===== src/sv/pba_word_unit.sv =====
// ----------------------------------------------------------------------------
// pba_word_unit: bitmap word update and search unit
// Sets or clears a run of pages inside one word and finds the lowest free
// page of the word. The lowest page of a word sits at its top bit.
// ----------------------------------------------------------------------------
`default_nettype none

module pba_word_unit #(
  parameter int BITS_PER_WORD = 64,
  parameter int BIT_W         = $clog2(BITS_PER_WORD)
) (
  input  wire logic [BITS_PER_WORD-1:0] word_in,
  input  wire logic [BIT_W-1:0]         lo,
  input  wire logic [BIT_W-1:0]         hi,
  input  wire logic                     set,
  output logic      [BITS_PER_WORD-1:0] word_out,
  output logic                          free_found,
  output logic      [BIT_W-1:0]         free_idx
);

  logic [BITS_PER_WORD-1:0] mask;

  // page j of the word lives at bit BITS_PER_WORD-1-j
  always_comb begin
    for (int j = 0; j < BITS_PER_WORD; j++) begin
      mask[BITS_PER_WORD-1-j] = (BIT_W'(j) >= lo) && (BIT_W'(j) <= hi);
    end
  end

  assign word_out   = set ? (word_in | mask) : (word_in & ~mask);
  assign free_found = ~&word_in;

  // the highest clear bit is the lowest free page; later hits win
  always_comb begin
    free_idx = '0;
    for (int b = 0; b < BITS_PER_WORD; b++) begin
      if (!word_in[b]) begin
        free_idx = BIT_W'(BITS_PER_WORD - 1 - b);
      end
    end
  end

endmodule

`default_nettype wire


===== config.mk =====
export PLATFORM = sky130hd
export DESIGN_NAME = pba_word_unit
export DESIGN_NICKNAME = d
export VERILOG_FILES = /design/src/sv/pba_word_unit.sv
export SDC_FILE = /design/constraint.sdc
export NUM_CORES = 1
export LEC_CHECK = 0
export ABC_AREA = 1
export BUFFER_PORTS_ARGS = -buffer_cell sky130_fd_sc_hd__buf_4
export CAP_MARGIN = 20
export CORE_MARGIN = 2
export CORE_UTILIZATION = 49
export DETAILED_ROUTE_END_ITERATION = 16
export GPL_ROUTABILITY_DRIVEN = 0
export PLACE_DENSITY = 0.89
export SYNTH_ARGS = -nofsm -noshare
export SYNTH_HDL_FRONTEND = slang
export SYNTH_SLANG_ARGS = --single-unit

===== constraint.sdc =====
create_clock -name vclk -period 5.7
set_input_delay 0.285 -clock vclk [all_inputs]
set_output_delay 0.285 -clock vclk [all_outputs]
set_load 0.02 [all_outputs]

==> flow_metrics.env <==
export IMPL_status="finished, final reports clean"
export IMPL_syn_to_final_growth_pct=47.5
export IMPL_pwr_share_seq_pct=0
export IMPL_layout_setup_ws_ns=1.83
export IMPL_fin_nets=744
export IMPL_drt_wl_total_um=10100
export IMPL_fill_cells=447
export IMPL_grt_overflow_total=0
export IMPL_grt_antenna_before_repair=0
export IMPL_post_route_cell_area_um2=3490
export IMPL_critPathSlowestCell="sky130_fd_sc_hd__buf_4"
export IMPL_worst_path_class_setup="in -> out"
export IMPL_tightestPinTransition_ns=0.656
export IMPL_area_post_placement_um2=3490
export IMPL_ys_warnings_count=0
export IMPL_fin_crit_ns=3.87
export IMPL_place_detailed_instances=719
export IMPL_non_filler_cells_final=719
export IMPL_drc=0
export IMPL_count_of_distinct_cell_types_in_the_synthesized_netlist=20
export IMPL_firstDrtPassIters=8
export IMPL_viasPerCell=5.88
export IMPL_global_route_usage_total_pct=36.3
export IMPL_crit_path_max_fanout=4
export IMPL_critPathMostFrequentCell="sky130_fd_sc_hd__nand2_1"
export IMPL_seq_area_frac_synth_pct=0
export IMPL_fp_dieArea_um2=5410
export IMPL_max_slew_margin_rel_pct=56.1
export IMPL_final_common_cell="sky130_fd_sc_hd__nand2_1"
export IMPL_drt_iter0_markers=640
export IMPL_total_via_count_after_detailed_routing=4225
export IMPL_antenna_cells=0
export IMPL_wire_per_inst_um=14.1
export IMPL_sequential_cell_area_um2=0
export IMPL_worstHoldPathType="in -> out"
export IMPL_most_common_layout_cells="205 x sky130_fd_sc_hd__nand2_1, 149 x sky130_fd_sc_hd__buf_4, 82 x sky130_fd_sc_hd__o21ai_0"
export IMPL_design_power_total_uw=326
export IMPL_hold_buffers=0
export IMPL_p_leak_uw=0.00180
export IMPL_first_global_vias=3806
export IMPL_die_x_um=73.5
export IMPL_setup_viol=0
export IMPL_dp_final_hpwl_um=8160
export IMPL_syn_area_per_cell_um2=4.45
export IMPL_post_cts_resized_instances=0
export IMPL_rsz0062_at_grt="no"
export IMPL_critical_path_max_stage_delay_ns=0.14
export IMPL_pwr_density_nw_per_um2=93.2
export IMPL_place_port_buffers=148
export IMPL_grt_start_max_net_pins=65
export IMPL_start_kind="input pin"
export IMPL_fmax_achieved_mhz=259
export IMPL_slew_viol_final=0
export IMPL_std_cell_rows=25
export IMPL_grt_pass1_wl_um=16300
export IMPL_postSynthCellCount=532
export IMPL_crit_required_ns=5.41
export IMPL_cts_setup_buffers=0
export IMPL_io_pin_count=148
export IMPL_switching_power_uw=197
export IMPL_comb_power_share_pct=100.0
export IMPL_post_synthesis_instance_area_um2=2370
export IMPL_power_ir_vdd_worst_v=0.0000519
export IMPL_layout_drive_gt1_share_pct=22.6
export IMPL_number_of_max_cap_violations=0
export IMPL_nFlopsAndLatches=0
export IMPL_timing_final_hold_violations=0
export IMPL_die_height_um=73.5
export IMPL_power_report_internal_total_uw=128
export IMPL_sw_frac_of_total_pct=60.5
export IMPL_setup_total_negative_slack_ns=0
export IMPL_power_share_clock_pct=0
export IMPL_synthesized_net_count=609
export IMPL_ant_nets=0
export IMPL_core_area_um2=4690
export IMPL_final_clkbuf_count=0
export IMPL_initial_utilization_pct=50.5
export IMPL_critPathCaptureType="output port"
export IMPL_dpl_worst_slack_ns=1.87
export IMPL_arrival_ns=3.58
export IMPL_finalCritPeriodShare_pct=67.8
worst max-delay path: cells and delay by family:
| kind | cells | cell delay, ns |
|---|---|---|
| simple gates | 61 | 2.88 |
| buf+inv | 3 | 0.32 |
| compound gates | 1 | 0.10 |
power by group through the flow:
stage | logic (µW) | clock network [µW] | registers, µW
2_1_floorplan | 174 | 0 | 0
3_3_place_gp | 315 | 0 | 0
3_5_place_dp | 319 | 0 | 0
4_1_cts | 320 | 0 | 0
5_1_grt | 354 | 0 | 0
6_report | 326 | 0 | 0
worst paths after layout:
path / startpoint / to / slack [ns] / cells past startpoint
worst max-delay path: word_in[0] / free_idx[0] / 1.83 / 65
worst min-delay path: word_in[62] / free_idx[0] / 0.86 / 3
layer usage:
metal	vias to the layer above	GRT usage, %	part of all wire [%]
met5	-	0	0
met1	1796	45.8	38
li1	2067	-	-
met4	0	9.70	2.9
met2	308	64.2	46
met3	54	4.94	12
through the flow:
step | util, % | hold WS (ns)
3_3_place_gp | 74.5 | 0.863
2_1_floorplan | - | 0.647
3_5_place_dp | 74.5 | 0.864
5_1_grt | 74.5 | 0.870
4_1_cts | 74.5 | 0.865
6_report | 74.5 | 0.864
Yosys cell counts:
master,count,area [µm²]
sky130_fd_sc_hd__o221ai_1,7,61.3
sky130_fd_sc_hd__o311ai_0,4,35.0
sky130_fd_sc_hd__nor2_1,81,304
sky130_fd_sc_hd__o2111ai_1,1,8.76
sky130_fd_sc_hd__nor4_1,4,25.0
sky130_fd_sc_hd__nand2_1,205,769
sky130_fd_sc_hd__nand4_1,5,31.3
sky130_fd_sc_hd__a211oi_1,1,7.51
sky130_fd_sc_hd__o31ai_1,1,7.51
sky130_fd_sc_hd__nor3_1,5,25.0
sky130_fd_sc_hd__clkbuf_1,16,60.1
sky130_fd_sc_hd__o21ai_0,82,410
sky130_fd_sc_hd__clkinv_1,2,7.51
sky130_fd_sc_hd__a21oi_1,25,125
sky130_fd_sc_hd__a21oi_2,1,8.76
sky130_fd_sc_hd__a41oi_1,1,8.76
sky130_fd_sc_hd__a31oi_1,11,68.8
sky130_fd_sc_hd__inv_1,45,169
sky130_fd_sc_hd__nand3_1,11,55.1
sky130_fd_sc_hd__o211ai_1,24,180
kinds of logic after synthesis:
family / synth area share (%)
AND/OR/NAND/NOR: 51.1
AO/OA/AOI/OAI: 38.9
buffers and inverters: 9.98
final cells by class:
cell class	count	area, µm²	area share, %
inverters	47	176	5.05
multi-input cells	469	2130	61.0
well taps	54	67.6	1.93
repair buffers	149	1120	32.0
Note: power is estimated with default switching activity, not from simulation.
